==> src/design/soc_pkg.sv <==
package soc_pkg;

  // Table geometry.
  localparam int TABLE_ENTRIES = 64;
  localparam int IDX_W         = $clog2(TABLE_ENTRIES);
  localparam int CNT_W         = IDX_W + 1;
  localparam int MAX_ROM_BYTES = 4096;
  localparam int ADDR_W        = 13;
  localparam int ENTRY_W       = 12;

  localparam logic [ADDR_W-1:0]  LOAD_BASE = 13'h200;
  localparam logic [ADDR_W:0]    ROM_CAP   = 14'(MAX_ROM_BYTES);
  localparam logic [CNT_W-1:0]   CNT_FULL  = CNT_W'(TABLE_ENTRIES);

  // Instruction kinds.
  typedef enum logic [5:0] {
    K_SCD, K_CLS, K_RET, K_SCR, K_SCL, K_EXIT, K_LOW, K_HIGH,
    K_JP, K_CALL, K_SE_KK, K_SNE_KK, K_SE_XY, K_LD_KK, K_ADD_KK, K_LD_XY,
    K_OR, K_AND, K_XOR, K_ADD_XY, K_SUB, K_SHR, K_SUBN, K_SHL, K_SNE_XY,
    K_LD_I, K_JP_V0, K_RND, K_DRW, K_SKP, K_SKNP,
    K_LD_X_DT, K_LD_X_K, K_LD_DT_X, K_LD_ST_X, K_ADD_I_X,
    K_LD_LF, K_LD_HF, K_LD_B, K_LD_MEM_X, K_LD_X_MEM, K_LD_R_X, K_LD_X_R,
    K_DATA
  } kind_t;

  // Which table the target of the current word is looked up in.
  typedef enum logic [1:0] {TS_NONE, TS_FUNC, TS_LABEL, TS_DATA} tsel_t;

  typedef struct packed {
    logic                first_word;
    logic [15:0]         opcode_word;
  } in_item_t;

  typedef struct packed {
    logic [ADDR_W-1:0]   word_address;
    logic [15:0]         opcode_echo;
    logic [5:0]          instr_kind;
    logic                func_hit;
    logic [5:0]          func_number;
    logic                label_hit;
    logic [5:0]          label_number;
    logic [5:0]          target_number;
    logic                table_overflow;
  } out_item_t;

  // Query token travelling along the row of cells.
  typedef struct packed {
    logic                valid;
    logic [ADDR_W-1:0]   here;
    logic [ENTRY_W-1:0]  nnn;
    tsel_t               tsel;
    logic                fhit;
    logic [IDX_W-1:0]    fidx;
    logic                lhit;
    logic [IDX_W-1:0]    lidx;
    logic                dhit;
    logic                thit;
    logic [IDX_W-1:0]    tidx;
  } token_t;

  // Fill levels of the three tables.
  typedef struct packed {
    logic [CNT_W-1:0]    f;
    logic [CNT_W-1:0]    l;
    logic [CNT_W-1:0]    d;
  } counts_t;

  // Append request broadcast to the cells.
  typedef struct packed {
    logic                en_f;
    logic                en_l;
    logic                en_d;
    logic [IDX_W-1:0]    idx;
    logic [ENTRY_W-1:0]  val;
  } wr_t;

  // Kind of a word before table and range checks.
  function automatic kind_t decode(input logic [15:0] op);
    kind_t k;
    k = K_DATA;
    if (op[15:4] == 12'h00c) begin
      k = K_SCD;
    end else if (op == 16'h00e0) begin
      k = K_CLS;
    end else if (op == 16'h00ee) begin
      k = K_RET;
    end else if (op == 16'h00fb) begin
      k = K_SCR;
    end else if (op == 16'h00fc) begin
      k = K_SCL;
    end else if (op == 16'h00fd) begin
      k = K_EXIT;
    end else if (op == 16'h00fe) begin
      k = K_LOW;
    end else if (op == 16'h00ff) begin
      k = K_HIGH;
    end else begin
      unique case (op[15:12])
        4'h1: k = K_JP;
        4'h2: k = K_CALL;
        4'h3: k = K_SE_KK;
        4'h4: k = K_SNE_KK;
        4'h5: k = (op[3:0] == 4'h0) ? K_SE_XY : K_DATA;
        4'h6: k = K_LD_KK;
        4'h7: k = K_ADD_KK;
        4'h8: begin
          unique case (op[3:0])
            4'h0: k = K_LD_XY;
            4'h1: k = K_OR;
            4'h2: k = K_AND;
            4'h3: k = K_XOR;
            4'h4: k = K_ADD_XY;
            4'h5: k = K_SUB;
            4'h6: k = K_SHR;
            4'h7: k = K_SUBN;
            4'he: k = K_SHL;
            default: k = K_DATA;
          endcase
        end
        4'h9: k = (op[3:0] == 4'h0) ? K_SNE_XY : K_DATA;
        4'ha: k = K_LD_I;
        4'hb: k = K_JP_V0;
        4'hc: k = K_RND;
        4'hd: k = K_DRW;
        4'he: begin
          if (op[7:0] == 8'h9e) k = K_SKP;
          else if (op[7:0] == 8'ha1) k = K_SKNP;
          else k = K_DATA;
        end
        4'hf: begin
          unique case (op[7:0])
            8'h07: k = K_LD_X_DT;
            8'h0a: k = K_LD_X_K;
            8'h15: k = K_LD_DT_X;
            8'h18: k = K_LD_ST_X;
            8'h1e: k = K_ADD_I_X;
            8'h29: k = K_LD_LF;
            8'h30: k = K_LD_HF;
            8'h33: k = K_LD_B;
            8'h55: k = K_LD_MEM_X;
            8'h65: k = K_LD_X_MEM;
            8'h75: k = K_LD_R_X;
            8'h85: k = K_LD_X_R;
            default: k = K_DATA;
          endcase
        end
        default: k = K_DATA;
      endcase
    end
    return k;
  endfunction

endpackage

==> src/design/soc_cell.sv <==
module soc_cell (
  input  logic                        clk,
  input  logic                        rst_n,
  input  logic [soc_pkg::IDX_W-1:0]   cell_idx,
  input  soc_pkg::counts_t            counts,
  input  soc_pkg::wr_t                wr,
  input  soc_pkg::token_t             tok_in,
  output soc_pkg::token_t             tok_out
);

  logic [soc_pkg::ENTRY_W-1:0] f_r, l_r, d_r;
  soc_pkg::token_t             tok_r, tok_nxt;
  logic                        fact, lact, dact, tact;
  logic [soc_pkg::ENTRY_W-1:0] tent;
  logic                        here_lo;

  // An entry takes part only when it lies below its table's fill level.
  assign fact = {1'b0, cell_idx} < counts.f;
  assign lact = {1'b0, cell_idx} < counts.l;
  assign dact = {1'b0, cell_idx} < counts.d;
  // Table addresses are 12 bits, so an address with bit 12 set never matches.
  assign here_lo = ~tok_in.here[soc_pkg::ADDR_W-1];

  // Entry of the table the target is looked up in.
  always_comb begin
    unique case (tok_in.tsel)
      soc_pkg::TS_FUNC:  begin tent = f_r; tact = fact; end
      soc_pkg::TS_LABEL: begin tent = l_r; tact = lact; end
      soc_pkg::TS_DATA:  begin tent = d_r; tact = dact; end
      default:           begin tent = f_r; tact = 1'b0; end
    endcase
  end

  // Compare this cell's entries against the token and pass it on.
  always_comb begin
    tok_nxt = tok_in;
    if (here_lo && fact && !tok_in.fhit && f_r == tok_in.here[soc_pkg::ENTRY_W-1:0]) begin
      tok_nxt.fhit = 1'b1;
      tok_nxt.fidx = cell_idx;
    end
    if (here_lo && lact && !tok_in.lhit && l_r == tok_in.here[soc_pkg::ENTRY_W-1:0]) begin
      tok_nxt.lhit = 1'b1;
      tok_nxt.lidx = cell_idx;
    end
    if (here_lo && dact && d_r == tok_in.here[soc_pkg::ENTRY_W-1:0]) begin
      tok_nxt.dhit = 1'b1;
    end
    if (tact && !tok_in.thit && tent == tok_in.nnn) begin
      tok_nxt.thit = 1'b1;
      tok_nxt.tidx = cell_idx;
    end
  end

  always_ff @(posedge clk) begin
    if (!rst_n) begin
      tok_r <= '0;
    end else begin
      tok_r <= tok_nxt;
    end
  end

  // Appends land in the cell whose index equals the table's fill level.
  always_ff @(posedge clk) begin
    if (wr.idx == cell_idx) begin
      if (wr.en_f) f_r <= wr.val;
      if (wr.en_l) l_r <= wr.val;
      if (wr.en_d) d_r <= wr.val;
    end
  end

  assign tok_out = tok_r;

endmodule

==> config.mk <==
export PLATFORM = sky130hd
export DESIGN_NAME = soc_cell
export DESIGN_NICKNAME = d
export VERILOG_FILES = /design/src/design/soc_pkg.sv /design/src/design/soc_cell.sv
export SDC_FILE = /design/constraint.sdc
export NUM_CORES = 1
export LEC_CHECK = 0
export ABC_AREA = 1
export BUFFER_PORTS_ARGS = -buffer_cell sky130_fd_sc_hd__buf_2
export CAP_MARGIN = 20
export CORE_UTILIZATION = 35
export CTS_CLUSTER_SIZE = 28
export DETAILED_ROUTE_END_ITERATION = 6
export PLACE_DENSITY_LB_ADDON = 0.05
export SLEW_MARGIN = 20
export SYNTH_ARGS = -nofsm -noshare
export SYNTH_HDL_FRONTEND = slang
export SYNTH_SLANG_ARGS = --single-unit
==> constraint.sdc <==
create_clock -name clk -period 2.35 [get_ports clk]
set_clock_uncertainty 0.15 [all_clocks]
set_input_delay 0.47 -clock clk [delete_from_list [all_inputs] [get_ports clk]]
set_output_delay 0.47 -clock clk [all_outputs]
set_load 0.05 [all_outputs]
==> results.tsv, run 1 <==
metric	value	unit
status	finished clean	
p_leak	3.014	nW
wire_per_inst	14.11	microns
max-cap-violations	0	
routabilityCongestion	0.8632	
hold_viol	0	
path_clk_slew	0.06	ns
cp.required	2.48	ns
start_kind	input port	
regToRegEndpoint	tok_out[18]	
io_buffers	149	
nets	825	
core	12110	sq um
critPathKind	in -> reg	
vdd_drop_max	0.4384	mV
cts_resized	0	
cts-buffers-inserted	9	
io_pins	150	
fin_area	5594	sq um
slew_headroom	70.37	%
grt_use_met2	33.05	%
fmax	528.4	MHz
setup_viol	0	
cts_tree	built	
reg2regPathDepth	10	
yosys-top-cells-area	edfxtp_1 (25%), dfxtp_1 (23%), nand2_1 (11%), inv_1 (8.6%), nand3_1 (5.8%)	
critPathArrivalTime	2.02	ns
hold_path.class	in -> reg	
hpwl	10.22	mm
drc	0	
h-tree-depth	3	
drt_iter0_markers	267	
cts_num_sinks	86	
r2r_slack	0.49	ns
track_usage	20.07	%
syn-num-nets	669	
yosys.area.top_type	edfxtp_1	
path_max_fanout	7	
cellPowerDensity	645.8	nW/um^2
grt-busiest-layer	met2	
rows	40	
grt_pass1_vias	3900	
met1_usage	26.10	%
drive_above_1_share	26.71	%
fin_crit	1.892	ns
final.setup.tns	0	ns
vias_per_cell	4.511	
diodes	0	
post_cts_buffers	0	
min_from	tok_in[49]	
cts_hold_buffers	0	
vias	3983	
pre_cts_slack	0.07324	ns
use_met3	4.463	%
tightest_slew	0.4444	ns
place_inst	867	
synth_warnings	0	
dieArea	12980	sq um
die_y	113.9	microns
syn_area_per_cell	7.916	sq um
hold_ws	0.1537	ns
syn_inst	554	
post-route-period-util	80.53	%
grt_pass1_wl	19.59	mm
syn-cell-area	4385	sq um
cp-end-kind	register	
cts_buffer_depth	2	
whs_path_depth	3	
antenna_found_initial	0	
yosys.area.top_type_share	24.65	%
cts_root_buf	clkbuf_16	
area_growth	27.56	%
ys_seq_area_share	47.48	%
gr-total-overflow	0	
worstSkewPairLatency	0.34	ns
final-instance-count-excl-fill	883	
yosys.cell_types.count	35	
final_max_slew_viol_count	0	
ant_nets	0	
postPlaceCellArea	5309	sq um
setup_ws	0.4575	ns
min_to	tok_out[49]	
synth-seq-cells	86	
grt_max_degree	25	
die_x	113.9	microns
r2r-start	f_r[0]	
routed_wirelength	12.46	mm
start_util	36.21	%
grt_setup_unrepaired	false	
drt_pass1_iterations	4	
## synth_stat cells (all sizes together)
cell	n
a21o	2
o22ai	6
buf	11
ha	15
xnor2	6
edfxtp	36
a21oi	17
xor2	8
nor2	68
clkbuf	4
or2	2
nand4	23
o21ai	9
or3	1
nand2	130
a221oi	3
o2111a	1
inv	102
o2111ai	2
nand3	53
and2	2
nand3b	1
dfxtp	50
nor3	2
## routing by layer
layer | up-vias | wire length, microns | part of all wire [%]
met3 | 12 | 733 | 5.9
li1 | 2082 | - | -
met5 | - | 0 | 0
met4 | 0 | 159 | 1.3
met2 | 113 | 5611 | 45
met1 | 1776 | 5950 | 48
## through the flow
stage          utilization [%]  total power, mW
5_1_grt                  46.19            3.783
2_1_floorplan                -            2.070
6_report                 46.19            3.613
4_1_cts                  46.19            3.659
3_3_place_gp             43.83            2.292
3_5_place_dp             43.83            2.298
## cell usage in the layout, fill, tap and decap left out, drive strengths merged
cell type  instances
ha                15
xnor2              6
xor2               8
o2111ai            2
and2               2
dfxtp             50
or3                1
nor2              68
clkbuf            12
edfxtp            36
o2111a             1
nand2            130
or2                2
a21oi             17
nand3             53
a21o               2
o22ai              6
nand3b             1
o21ai              9
nor3               2
a221oi             3
inv              104
buf              160
clkinv             2
nand4             23
## kinds of logic after synthesis
logic type	share of synthesized area, %
compound gates	5.421
simple gates	28.62
xor+xnor	2.796
fa+ha+maj	4.280
flops	47.48
buf+inv	11.41
## cell type report
| cell class | count | area (sq um) |
|---|---|---|
| Multi-Input combinational cell | 351 | 1803 |
| Sequential cell | 86 | 2082 |
| Fill cell | 1263 | 6518 |
| Clock buffer | 12 | 256.5 |
| Clock inverter | 4 | 28.78 |
| Inverter | 102 | 385.4 |
| Timing Repair Buffer | 160 | 828.3 |
| Tap cell | 168 | 210.2 |
## state kept, by name, summed over array words and instances, names as in the netlist
register	cells
f_r	12
l_r	12
tok_out	50
d_r	12
## critical path: stages
cell and delay, ns:
buf_2 0.14, ha_1 0.31, a21oi_1 0.13, nor2_1 0.06, nor2_1 0.14, nand3_1 0.10
nand3_1 0.24, nand2_2 0.11, nor2_4 0.17, nor2_1 0.06, nor2_1 0.11
## where the power goes
group / internal, mW / total (mW) / switching, mW
clock: 0.778 / 1.35 / 0.573
combinational: 0.200 / 0.631 / 0.431
sequential: 1.61 / 1.63 / 0.0186
total: 2.59 / 3.61 / 1.02
## how the worst max path moves through the flow
stage	cells past startpoint	end	slack (ns)	start
3_5_place_dp	11	tok_out[4]	0.07	cell_idx[4]
5_1_grt	11	tok_out[2]	0.22	cell_idx[4]
4_1_cts	11	tok_out[4]	0.43	cell_idx[4]
3_3_place_gp	12	tok_out[1]	0.14	cell_idx[5]
6_report	11	tok_out[3]	0.46	cell_idx[4]
2_1_floorplan	5	d_r[0]	0.30	cell_idx[5]
No activity file was read; power rests on OpenSTA's default activity.
==> run 2, diff against run 1 <==
- ABC_AREA: 1 -> 0
- clock period: 2.35 -> 2 ns (I/O delays scaled with it)
==> run 2 against run 1 <==
The flow now finishes with violations (negative setup slack). Via count shrank 22%. Count of clock-buffer cells in the layout grew 2. Wire length shrank 14%. Sequential share of layout area shrank 1.0 points. Worst setup slack lost 0.55 ns. Synthesized cell count shrank 39%. Critical path type is now reg -> reg. Critical endpoint is now tok_out[12]. Largest cell class unchanged.
==> results.tsv, run 2 <==
metric	value	unit
layout_commonest_cell	buf_2	
syn-num-nets	455	
clkPwrFrac	38.4	%
drt_iter0_markers	109	
grt_pass1_vias	3077	
cts_tree	built	
fin_area	5751	sq um
p_switching	1.126	mW
final_max_slew_viol_count	0	
yosys.area.top_type_share	27.00	%
critPathArrivalTime	2.18	ns
routabilityCongestion	0.7717	
antenna_found_initial	0	
min_to	f_r[9]	
routed_wirelength	10.76	mm
pwr-share-comb	17.2	%
setup_viol	19	
vdd_drop_max	0.4283	mV
n_fill_cell	981	
cts_root_buf	clkbuf_16	
ant_nets	0	
vias	3100	
ys_seq_area_share	52.00	%
whs_path_depth	1	
drt_pass1_iterations	4	
hpwl	8.663	mm
p_leak	2.607	nW
mostFrequentLayoutCells	buf_2 (149), dfxtp_1 (50), buf_4 (48)	
h-tree-depth	3	
cp.required	2.09	ns
syn_inst	340	
hold_viol	0	
grt_pass1_wl	15.90	mm
max-cap-violations	0	
setup_ws	-0.08959	ns
synthArstFlopShare	0	%
diodes	0	
synth_ff_type	dfxtp_1	
rows	38	
start_kind	register	
cp-end-kind	register	
yosys.cell_types.count	40	
yosys-top-cells-area	edfxtp_1 (27%), dfxtp_1 (25%), mux2i_1 (7.5%), xnor2_1 (6.6%), xor2_1 (6.6%)	
dieArea	11870	sq um
die_y	109.0	microns
cts_buffer_depth	2	
status	finished with violations	
seqPwrFrac	44.4	%
reg2regPathDepth	7	
vias_per_cell	4.480	
core	10980	sq um
violations	negative setup slack	
critPathKind	reg -> reg	
synth_warnings	0	
power	4.294	mW
cellPowerDensity	746.7	nW/um^2
grt_setup_unrepaired	true	
regToRegEndpoint	tok_out[12]	
postPlaceCellArea	5399	sq um
slew_headroom	75.33	%
internal_power	3.168	mW
cts_num_sinks	86	
worstSkewPairLatency	0.34	ns
area_growth	43.63	%
hold_path.class	in -> reg	
io_buffers	149	
synth-edff-count	36	
drive_above_1_share	43.12	%
path_max_fanout	7	
path_clk_slew	0.06	ns
gr-total-overflow	0	
largest_reg_flops	50	
start_util	36.45	%
drc	0	
p_sw_share	26.22	%
fmax	478.6	MHz
yosys.area.top_type	edfxtp_1	
track_usage	18.75	%
fin_crit	2.090	ns
min_from	wr[9]	
r2r-start	l_r[3]	
postLayoutCoreUtil	52.36	%
tightest_slew	0.3678	ns
die_x	109.0	microns
io_pins	150	
cts-buffers-inserted	9	
syn_area_per_cell	11.78	sq um
wire_per_inst	15.54	microns
synth-seq-cells	86	
syn-cell-area	4004	sq um
nets	662	
netlist_top_cells_count	dfxtp_1 (50), edfxtp_1 (36)	
grt_max_degree	57	
yosysMostFrequentCell	dfxtp_1	
r2r_slack	-0.09	ns
post-route-period-util	104.5	%
pre_cts_slack	-0.3876	ns
run 2: cell count changes after synthesis, sizes merged, moves of 15 or more:
| cell | change |
|---|---|
| inv | -83 |
| nor2 | -64 |
| mux2i | +30 |
| nand4 | -15 |
| nand3 | -52 |
| xor2 | +22 |
| and2 | +29 |
| xnor2 | +24 |
| nand2 | -118 |
run 2: how the worst max path moves through the flow:
| stage | from | to | slack [ns] | depth (start not counted) |
|---|---|---|---|---|
| after global routing | l_r[3] | tok_out[13] | -0.21 | 7 |
| after floorplan | counts[4] | tok_out[6] | 0.002 | 9 |
| after CTS | l_r[3] | tok_out[10] | -0.14 | 7 |
| after detailed placement | tok_in[22] | tok_out[1] | -0.39 | 9 |
| after global placement | tok_in[22] | tok_out[1] | -0.39 | 9 |
| final | l_r[3] | tok_out[12] | -0.09 | 7 |
run 2: routing by layer:
layer | part of all wire, % | vias up | global-route usage, %
met1 | 45 | 1395 | 23.47
li1 | - | 1590 | -
met2 | 47 | 100 | 31.13
met5 | 0 | - | 0
met3 | 6.0 | 15 | 4.065
met4 | 1.9 | 0 | 7.819
run 2: cells by family (layout without fill, tap and decap cells):
group                    count (synthesis)  in the layout  synth area share, %
adder cells (fa/ha/maj)                 15             15                4.688
AO/OA/AOI/OAI                           29             29                5.188
XOR/XNOR                                60             60                13.12
AND/OR/NAND/NOR                         91             91                14.41
multiplexers                            30             30                7.500
flip-flops                              86             86                52.00
buffers and inverters                   29            241                3.094
run 2: what timing repair did:
action | CTS | global route
hold buffers | 0 | 0
gates resized for setup | 1 | 7
endpoints found under the setup margin | 20 | 20
pin swaps | 3 | 1
buffers inserted | 1 | 1
run 2: per-stage QoR:
| step | TNS, ns | hold slack [ns] | std cells |
|---|---|---|---|
| 3_3_place_gp | -8.987 | 0.4528 | 674 |
| 4_1_cts | -1.630 | 0.09812 | 691 |
| 3_5_place_dp | -8.774 | 0.4568 | 674 |
| 2_1_floorplan | 0 | 0.3489 | 340 |
| 6_report | -1.081 | 0.1099 | 692 |
| 5_1_grt | -3.415 | 0.1029 | 692 |
run 2: worst max-delay path, stage by stage, from the launching register on:
cell and delay [ns]:
edfxtp_1 0.43, xnor2_2 0.17, nand4_1 0.14, or4_4 0.48
nor3_4 0.21, buf_12 0.15, mux2i_1 0.19, nor2b_1 0.06
run 2: layout make-up:
class / instances / area [sq um] / area share (%)
multi-input cells: 225 / 1848 / 32.14
clock inverters: 2 / 13.76 / 0.2393
well taps: 140 / 175.2 / 3.046
flip-flops and latches: 86 / 2082 / 36.21
clock buffers: 14 / 282.8 / 4.917
inverters: 19 / 71.32 / 1.240
repair buffers: 206 / 1277 / 22.22
run 2: power by group through the flow:
stage / Combinational, mW / Sequential (mW) / Clock (mW)
after floorplan: 0.222 / 2.14 / 0
after global placement: 0.732 / 1.94 / 0
after detailed placement: 0.740 / 1.95 / 0
after CTS: 0.744 / 1.91 / 1.68
after global routing: 0.800 / 1.91 / 1.74
final: 0.739 / 1.91 / 1.65
